$ cat config.mk
export PLATFORM = sky130hd
export DESIGN_NAME = signed_truncating_divider_flat
export DESIGN_NICKNAME = d
export VERILOG_FILES = /design/src/design/stdiv_pkg.sv /design/src/design/stdiv_if.sv /design/src/design/stdiv_dp.sv /design/src/design/stdiv_ctrl.sv /design/src/design/signed_truncating_divider.sv /design/src/flat_wrapper.sv
export SDC_FILE = /design/constraint.sdc
export NUM_CORES = 1
export LEC_CHECK = 0
export BUFFER_PORTS_ARGS = -buffer_cell sky130_fd_sc_hd__buf_2
export CAP_MARGIN = 40
export CORE_UTILIZATION = 40
export DETAILED_ROUTE_END_ITERATION = 10
export PLACE_DENSITY_LB_ADDON = 0.12
export SETUP_SLACK_MARGIN = 0.4
export SLEW_MARGIN = 20
export SYNTH_ARGS = -nofsm -noshare
export SYNTH_HDL_FRONTEND = slang
export SYNTH_HIERARCHICAL = 1
export SYNTH_SLANG_ARGS = --single-unit
$ cat constraint.sdc
create_clock -name clk -period 3.5 [get_ports clk]
set_input_delay 0.35 -clock clk [delete_from_list [all_inputs] [get_ports clk]]
set_output_delay 0.35 -clock clk [all_outputs]
set_load 0.01 [all_outputs]
$ cat src/design/stdiv_pkg.sv
// Shared types and constants for the signed truncating divider.
`timescale 1ns / 1ps
package stdiv_pkg;

  localparam int WIDTH = 12;
  localparam int CNT_W = (WIDTH > 1) ? $clog2(WIDTH) : 1;

  typedef logic [WIDTH-1:0] word_t;
  typedef logic [CNT_W-1:0] cnt_t;

  typedef struct packed {
    logic load;
    logic step;
    logic finish;
  } dp_cmd_t;

endpackage

$ cat src/design/stdiv_if.sv
// Request channel interfaces for divider operands and results.
`timescale 1ns / 1ps
interface stdiv_in_if;
  import stdiv_pkg::*;
  logic  valid;
  logic  ready;
  word_t dividend;
  word_t divisor;

  modport source (output valid, output dividend, output divisor, input ready);
  modport sink (input valid, input dividend, input divisor, output ready);
endinterface

interface stdiv_out_if;
  import stdiv_pkg::*;
  logic  valid;
  logic  ready;
  word_t quotient;
  word_t remainder;
  logic  divide_by_zero;

  modport source (output valid, output quotient, output remainder,
                  output divide_by_zero, input ready);
  modport sink (input valid, input quotient, input remainder,
                input divide_by_zero, output ready);
endinterface

$ cat src/design/stdiv_dp.sv
// Divider datapath: operand magnitudes, restoring step, sign fix-up, result register.
`timescale 1ns / 1ps
module stdiv_dp (
  input  logic              clk,
  input  stdiv_pkg::dp_cmd_t cmd,
  input  stdiv_pkg::word_t  dividend,
  input  stdiv_pkg::word_t  divisor,
  output stdiv_pkg::word_t  quotient,
  output stdiv_pkg::word_t  remainder,
  output logic              divide_by_zero
);
  import stdiv_pkg::*;

  word_t num_r, num_nxt;
  word_t rem_r, rem_nxt;
  word_t den_r, den_nxt;
  logic  na_r, na_nxt;
  logic  nb_r, nb_nxt;
  logic  dz_r, dz_nxt;
  word_t q_out_r, q_out_nxt;
  word_t r_out_r, r_out_nxt;
  logic  dz_out_r, dz_out_nxt;

  word_t          shifted;
  logic [WIDTH:0] trial;

  always_comb begin
    shifted = {rem_r[WIDTH-2:0], num_r[WIDTH-1]};
    trial   = {1'b0, shifted} - {1'b0, den_r};

    num_nxt    = num_r;
    rem_nxt    = rem_r;
    den_nxt    = den_r;
    na_nxt     = na_r;
    nb_nxt     = nb_r;
    dz_nxt     = dz_r;
    q_out_nxt  = q_out_r;
    r_out_nxt  = r_out_r;
    dz_out_nxt = dz_out_r;

    if (cmd.load) begin
      na_nxt  = dividend[WIDTH-1];
      nb_nxt  = divisor[WIDTH-1];
      num_nxt = dividend[WIDTH-1] ? (~dividend + 1'b1) : dividend;
      den_nxt = divisor[WIDTH-1] ? (~divisor + 1'b1) : divisor;
      dz_nxt  = (divisor == '0);
      rem_nxt = '0;
    end

    if (cmd.step) begin
      if (!trial[WIDTH]) begin
        rem_nxt = trial[WIDTH-1:0];
        num_nxt = {num_r[WIDTH-2:0], 1'b1};
      end else begin
        rem_nxt = shifted;
        num_nxt = {num_r[WIDTH-2:0], 1'b0};
      end
    end

    if (cmd.finish) begin
      dz_out_nxt = dz_r;
      if (dz_r) begin
        q_out_nxt = '0;
        r_out_nxt = '0;
      end else begin
        q_out_nxt = (na_r ^ nb_r) ? (~num_r + 1'b1) : num_r;
        r_out_nxt = na_r ? (~rem_r + 1'b1) : rem_r;
      end
    end
  end

  always_ff @(posedge clk) begin
    num_r    <= num_nxt;
    rem_r    <= rem_nxt;
    den_r    <= den_nxt;
    na_r     <= na_nxt;
    nb_r     <= nb_nxt;
    dz_r     <= dz_nxt;
    q_out_r  <= q_out_nxt;
    r_out_r  <= r_out_nxt;
    dz_out_r <= dz_out_nxt;
  end

  assign quotient       = q_out_r;
  assign remainder      = r_out_r;
  assign divide_by_zero = dz_out_r;

endmodule

$ cat src/design/stdiv_ctrl.sv
// Divider controller: request handshakes, bit counter and sequencing of the datapath.
`timescale 1ns / 1ps
module stdiv_ctrl (
  input  logic               clk,
  input  logic               rst_n,
  input  logic               in_valid,
  output logic               in_ready,
  output logic               out_valid,
  input  logic               out_ready,
  output stdiv_pkg::dp_cmd_t cmd
);
  import stdiv_pkg::*;

  typedef enum logic [1:0] {S_IDLE, S_RUN, S_FIX} state_t;

  state_t state_r, state_nxt;
  cnt_t   cnt_r, cnt_nxt;
  logic   out_valid_r, out_valid_nxt;
  logic   last_bit;

  assign last_bit = (cnt_r == CNT_W'(WIDTH - 1));

  always_comb begin
    state_nxt     = state_r;
    cnt_nxt       = cnt_r;
    out_valid_nxt = out_valid_r;
    cmd           = '0;

    if (out_valid_r && out_ready) out_valid_nxt = 1'b0;

    unique case (state_r)
      S_IDLE: begin
        if (in_valid) begin
          cmd.load  = 1'b1;
          cnt_nxt   = '0;
          state_nxt = S_RUN;
        end
      end
      S_RUN: begin
        cmd.step = 1'b1;
        cnt_nxt  = cnt_r + 1'b1;
        if (last_bit) state_nxt = S_FIX;
      end
      S_FIX: begin
        if (!out_valid_r || out_ready) begin
          cmd.finish    = 1'b1;
          out_valid_nxt = 1'b1;
          state_nxt     = S_IDLE;
        end
      end
      default: state_nxt = S_IDLE;
    endcase
  end

  always_ff @(posedge clk) begin
    if (!rst_n) begin
      state_r     <= S_IDLE;
      cnt_r       <= '0;
      out_valid_r <= 1'b0;
    end else begin
      state_r     <= state_nxt;
      cnt_r       <= cnt_nxt;
      out_valid_r <= out_valid_nxt;
    end
  end

  assign in_ready  = (state_r == S_IDLE);
  assign out_valid = out_valid_r;

  a_load_starts_run: assert property (@(posedge clk) disable iff (!rst_n)
    cmd.load |=> (state_r == S_RUN) && (cnt_r == '0))
    else $error("load did not start the bit loop");

  a_last_bit_to_fix: assert property (@(posedge clk) disable iff (!rst_n)
    (state_r == S_RUN) && last_bit |=> (state_r == S_FIX))
    else $error("bit loop overran");

  a_finish_sets_valid: assert property (@(posedge clk) disable iff (!rst_n)
    cmd.finish |=> out_valid_r && (state_r == S_IDLE))
    else $error("finished result not presented");

  a_reset_idle: assert property (@(posedge clk)
    !rst_n |=> (state_r == S_IDLE) && !out_valid_r)
    else $error("reset did not clear control state");

endmodule

$ cat src/design/signed_truncating_divider.sv
// Steps: load (S_IDLE), restoring loop (S_RUN), sign fix-up to result register (S_FIX).
// A new request is taken only in S_IDLE; the loop yields one quotient bit per cycle.
// The result register lets the next request enter while a result waits to be taken.
// Reset: synchronous active-low rst_n clears the controller and result valid.
// Results: quotient truncated toward zero, remainder signed as the dividend.
// Zero divisor flags divide_by_zero with zero results.
`timescale 1ns / 1ps
module signed_truncating_divider (
  input  logic clk,
  input  logic rst_n,
  stdiv_in_if.sink    in_ch,
  stdiv_out_if.source out_ch
);
  import stdiv_pkg::*;

  dp_cmd_t cmd;

  stdiv_ctrl u_ctrl (
    .clk       (clk),
    .rst_n     (rst_n),
    .in_valid  (in_ch.valid),
    .in_ready  (in_ch.ready),
    .out_valid (out_ch.valid),
    .out_ready (out_ch.ready),
    .cmd       (cmd)
  );

  stdiv_dp u_dp (
    .clk            (clk),
    .cmd            (cmd),
    .dividend       (in_ch.dividend),
    .divisor        (in_ch.divisor),
    .quotient       (out_ch.quotient),
    .remainder      (out_ch.remainder),
    .divide_by_zero (out_ch.divide_by_zero)
  );

endmodule
$ cat src/flat_wrapper.sv
// flat-port wrapper written by rule: the top's interface ports become plain ports
module signed_truncating_divider_flat import stdiv_pkg::*;
  (clk, rst_n, in_ch_valid, in_ch_dividend, in_ch_divisor, in_ch_ready, out_ch_valid, out_ch_quotient, out_ch_remainder, out_ch_divide_by_zero, out_ch_ready);
  stdiv_in_if in_ch_i ();
  stdiv_out_if out_ch_i ();
  input  logic clk;
  input  logic rst_n;
  input wire logic [$bits(in_ch_i.valid)-1:0] in_ch_valid;
  input wire logic [$bits(in_ch_i.dividend)-1:0] in_ch_dividend;
  input wire logic [$bits(in_ch_i.divisor)-1:0] in_ch_divisor;
  output wire logic [$bits(in_ch_i.ready)-1:0] in_ch_ready;
  output wire logic [$bits(out_ch_i.valid)-1:0] out_ch_valid;
  output wire logic [$bits(out_ch_i.quotient)-1:0] out_ch_quotient;
  output wire logic [$bits(out_ch_i.remainder)-1:0] out_ch_remainder;
  output wire logic [$bits(out_ch_i.divide_by_zero)-1:0] out_ch_divide_by_zero;
  input wire logic [$bits(out_ch_i.ready)-1:0] out_ch_ready;
  assign in_ch_i.valid = in_ch_valid;
  assign in_ch_i.dividend = in_ch_dividend;
  assign in_ch_i.divisor = in_ch_divisor;
  assign in_ch_ready = in_ch_i.ready;
  assign out_ch_valid = out_ch_i.valid;
  assign out_ch_quotient = out_ch_i.quotient;
  assign out_ch_remainder = out_ch_i.remainder;
  assign out_ch_divide_by_zero = out_ch_i.divide_by_zero;
  assign out_ch_i.ready = out_ch_ready;
  signed_truncating_divider u_core (.clk(clk), .rst_n(rst_n), .in_ch(in_ch_i), .out_ch(out_ch_i));
endmodule
; ---- After elaboration in Yosys (flattened, before gate mapping)
; Index checks and enable logic that the tools add are counted.
[op_classes]
add_sub_neg = 6
n_mul = 0
n_mux = 24
magnitude_cmp = 0
n_reduce_logical = 9
bitwise = 5
div_mod_pow = 0
n_shift = 0
n_eq_ne = 6
[op_table]
columns = operator, n
row1 = 12-bit 2-to-1 mux, 8
row2 = 12-bit by 1-bit adder with 12-bit output (second input constant), 4
row3 = 12-bit inverter, 4
row4 = 12-bit by 12-bit subtractor with 13-bit output, 1
row5 = 12-bit logical NOT, 1
row6 = 11-bit 2-to-1 mux, 1
row7 = 1-bit 2-to-1 mux, 9
row8 = 4-bit one-hot mux with 2 select lines, 1
row9 = 2-bit 2-to-1 mux, 3
row10 = 2-bit inequality test (second input constant), 3
row11 = 2-bit one-hot mux with 3 select lines, 1
row12 = 4-bit by 1-bit adder with 4-bit output (second input constant), 1
row13 = 4-bit equality test (second input constant), 1
row14 = 4-bit 2-to-1 mux, 1
row15 = 2-bit nonzero test, 2
row16 = 3-bit AND reduction, 1
row17 = 2-bit by 1-bit equality test with 1-bit output (second input constant), 1
row18 = 2-bit equality test (second input constant), 1
row19 = 2-bit logical NOT, 1
row20 = 2-bit AND reduction, 1
row21 = 1-bit logical AND, 1
row22 = 1-bit logical NOT, 1
row23 = 1-bit logical OR, 1
row24 = 1-bit XOR, 1
[word_totals]
elab_cells = 63
input_bits = 28
output_inout_bits = 27
mem_bits_ro = 0
reg_bits = 71
ramBits = 0
latch_bits = 0
mem_count = 0

; ---- Longest topological paths before layout
[depth]
depth_word = 5
mapped_depth = 9
depth_no_buf = 8

; ---- Cells and area by module
; The synthesis kept the hierarchy.
[by_module_without_submodules]
columns = mod, cells_each, seq_area_each_um2, n_inst, area_per_inst_um2
row1 = stdiv_dp, 361, 1921.8, 1, 3817.4
row2 = stdiv_ctrl, 35, 140.1, 1, 334.1

; ---- Worst setup path before layout
; Ideal clock, no wire load.
[synth_path]
path_type = register to register
start = register u_core.u_dp.num_r[11]
end = register u_core.u_dp.rem_r[9] (data pin)
period_less_slack_ns = 2.219
t_required_ns = 3.244
path_stages_with_launch = 10
setup_slack_ns = 1.281
t_arrival_ns = 1.963
setup_ns = 0.256
n_path_buf = 1
path_cell_list = edfxtp_1 -> inv_1 -> ha_1 -> fa_1 -> nand2b_1 -> a21oi_1 -> o21ai_1 -> and3_4 -> buf_6 -> a22o_1
[synth_between]
elab_chain_len = 3
[synth_lines]
columns = element, line_no
row1 = "start, declared", stdiv_dp.sv:14  ; word_t num_r, num_nxt;
row2 = "start signal, assigned", stdiv_dp.sv:73  ; num_r <= num_nxt;
row3 = 12-bit by 12-bit subtractor with 13-bit output, stdiv_dp.sv:29  ; trial = {1'b0, shifted} - {1'b0, den_r};
row4 = 12-bit 2-to-1 mux, stdiv_dp.sv:51  ; if (!trial[WIDTH]) begin
row5 = 12-bit 2-to-1 mux, stdiv_dp.sv:50  ; if (cmd.step) begin
row6 = "end signal, assigned", stdiv_dp.sv:74  ; rem_r <= rem_nxt;
row7 = "end, declared", stdiv_dp.sv:15  ; word_t rem_r, rem_nxt;
; No other way between the ends.
; A chain may end at the register's enable or synchronous reset.

; ---- Final worst setup path
[layout_path]
start = register u_core.u_dp.num_r[11]
end = register u_core.u_dp.rem_r[8] (data pin)
; Same word-level chain as after synthesis.

==> run summary <==
Setup TNS -> 0 ns
CP max stage cell -> edfxtp_1
Core area -> 9910 um2
CTS buffer count -> 9
Final Slew Violations -> 0
Commonest non-fill, non-tap cell in the layout -> edfxtp_1
P&R area growth vs syn -> 14.7%
Status -> finished clean
Cell Int Power -> 0.00149 W
Total iterations of the first detailed-routing run -> 4
Synth cell types -> 56
Final hold slack -> 0.219 ns
Vias in the first global route -> 2660
CTS max path bufs -> 2
Initial antenna violation count -> 0
Max-cap violations -> 0
Sw Ratio -> 0.304
Sequential-to-total area share from yosys stat -> 0.497
Max-slew headroom -> 0.576
Clk_lat worst skew -> 0.34 ns
Synth Area in Adders -> 0.0561
Total Routing Usage GR -> 0.144
Final HPWL DP -> 5760 um
Post-route DRC -> 0
Initial drt markers -> 93
Die area -> 10800 um2
Synthesized flop and latch total -> 71
CP cell instances -> inv_1 > ha_1 > fa_1 > nand2b_1 > a21oi_1 > o21bai_1 > a21bo_2 > a32o_1
CP endpoint kind -> flop
Final nets -> 502
Initial Util -> 0.419
Commonest non-fill, non-tap cells in the layout -> edfxtp_1, buf_2, nor2_1
Clk sink count -> 71
Max stage delay on crit path -> 0.39 ns
Reg2reg start -> u_core/u_dp/num_r[11]
H-tree levels -> 3
Required time of the critical path -> 3.59 ns
Via count -> 2923
Cell Pwr Density -> 448 nW/um2
Clk pwr share -> 0.270
Net switching power -> 0.000649 W
Syn nets -> 442
CTS tree -> yes
Worst Path Arrival -> 2.47 ns
Synth Area in Compound Gates -> 0.153
Fmax -> 420 MHz
Syn Inst Count -> 396
Setup Fix Bufs, Post-CTS -> 0
Remaining global-route overflow -> 0
Crit-path max FO -> 3
Worst Setup SP -> u_core/u_dp/num_r[11]
Maximum VDD drop -> 0.175 mV
Setup-failing EPs final -> 0
Post-DR vias/cell -> 4.92
Crit path launch type -> flop
Pre-CTS setup slack -> 1.15 ns
Largest net degree at the start of global routing -> 30
Design area -> 4760 um2
Buf/Inv on CP -> 1
Final ANT Viol Nets -> 0
CTS resizes -> 0
Fin. Hold Viols -> 0
Final period util -> 0.680
Cell family with the largest share of critical-path delay -> compound AO/OA/AOI/OAI gates
Layout cells sized above 1 -> 0.180
Async S/R FF share, synth -> 0
Synth Flop Type -> edfxtp_1
Largest family of logic cells by synthesized area -> simple AND/OR/NAND/NOR gates
Leakage -> 1.91 nW
Synth Area in Simple Gates -> 0.164
WL per Instance -> 12.7 um
DRT Wirelength -> 7520 um
Synthesized area per cell -> 10.5 um2
Reg power frac -> 0.502
# IOs -> 55
Crit path kind -> flop to flop
Die width -> 104 um
Fin crit period -> 2.38 ns
Actual slew at the worst max-slew pin -> 0.637 ns
RSZ-0062 raised after global routing -> no
First-pass GRT wire length -> 12600 um
Root buffer cell -> clkbuf_8
Hold Buf Count CTS -> 0
Xor/xnor share of the synthesized area -> 0.0802
Tightest Hold Check Type -> primary input to flop
Clock-pin transition on the worst setup and hold timing paths -> 0.07 ns
Syn. warnings -> 6
Hold path startpoint -> in_ch_divisor[0]
Antenna cells -> 0
PnR worst setup slack -> 1.12 ns
Port-buffer cells -> 54
Placed instance area -> 4560 um2
Combinational fraction of design power -> 0.229
Routability cong. -> 0.839
Post-synthesis mux area share -> 0.0121
Post-synth EDFFs -> 64
Placement Rows -> 36
Synth Cell Area -> 4150 um2
Die height -> 104 um
Clk_skew -> 0.00806 ns
[cell type report]
class	count	area, um2
multi-input cells	286	1930
clock buffers	9	124
clock inverters	7	48.8
well taps	133	166
repair buffers	59	323
inverters	29	109
fillers	977	5150
flip-flops and latches	71	2060
[worst paths after layout]
check | slack, ns | end | cells past startpoint
worst max register to register | 1.12 | u_core/u_dp/rem_r[8] | 8
worst max-delay path | 1.12 | u_core/u_dp/rem_r[8] | 8
worst min register to register | 0.53 | u_core/u_ctrl/cnt_r[3] | 2
worst min-delay path | 0.22 | u_core/u_dp/den_r[0] | 1
[cell usage after synthesis, drive strengths merged (10+ instances only)]
cell,number,area [um2]
a21oi,18,90.1
nand2b,12,75.1
inv,29,109
nand2,29,109
o21ai,24,120
xnor2,23,201
nor2,36,135
ha,17,213
xor2,15,131
edfxtp,64,1920
nor3,10,50.1
[power by group through the flow]
| stage | registers [W] | clock network [W] | logic (W) |
|---|---|---|---|
| 3_5_place_dp | 0.00109 | 0 | 0.000480 |
| 6_report | 0.00107 | 0.000576 | 0.000488 |
| 2_1_floorplan | 0.00107 | 0 | 0.000385 |
| 5_1_grt | 0.00108 | 0.000626 | 0.000553 |
| 4_1_cts | 0.00107 | 0.000598 | 0.000484 |
| 3_3_place_gp | 0.00109 | 0 | 0.000471 |
[registers in the layout, summed over array words and instances, names as in the netlist]
name / flops
u_core/u_dp/rem_r: 12
u_core/u_dp/num_r: 12
u_core/u_dp/divide_by_zero: 1
u_core/u_ctrl/cnt_r: 4
u_core/u_dp/quotient: 12
u_core/u_dp/na_r: 1
u_core/u_dp/nb_r: 1
u_core/u_ctrl/state_r: 2
u_core/u_dp/dz_r: 1
u_core/u_dp/den_r: 12
u_core/u_dp/remainder: 12
u_core/u_ctrl/out_valid: 1
[worst register-to-register path: cells and delay by family, from the launching register on]
family                   cells  cell delay, ns
adder cells (fa/ha/maj)      2            0.60
flip-flops                   1            0.39
AO/OA/AOI/OAI                4            0.91
AND/OR/NAND/NOR              1            0.19
buffers and inverters        1            0.06
[routing by layer]
metal,track usage,vias to the layer above,share of wire
met5,0,-,0
met4,0.0551,0,0.0098
met3,0.0251,6,0.034
met2,0.216,53,0.42
met1,0.207,1307,0.53
li1,-,1557,-
[cells by family (layout without fill, tap and decap cells)]
kind of cell / Yosys count / in the layout
AOI/OAI and AO/OA: 93 / 93
DFF: 71 / 71
muxes: 5 / 5
adders and majority gates: 18 / 18
xor gates and xnor gates: 38 / 38
and+or+nand+nor: 132 / 132
buffers and inverters: 39 / 104
[metrics by stage]
step	total power (W)	util	std cells
2_1_floorplan	0.00145	-	396
3_3_place_gp	0.00156	0.459	575
3_5_place_dp	0.00157	0.460	576
4_1_cts	0.00216	0.478	592
5_1_grt	0.00226	0.481	594
6_report	0.00213	0.481	594
Note: power is estimated with default switching activity, not from simulation.
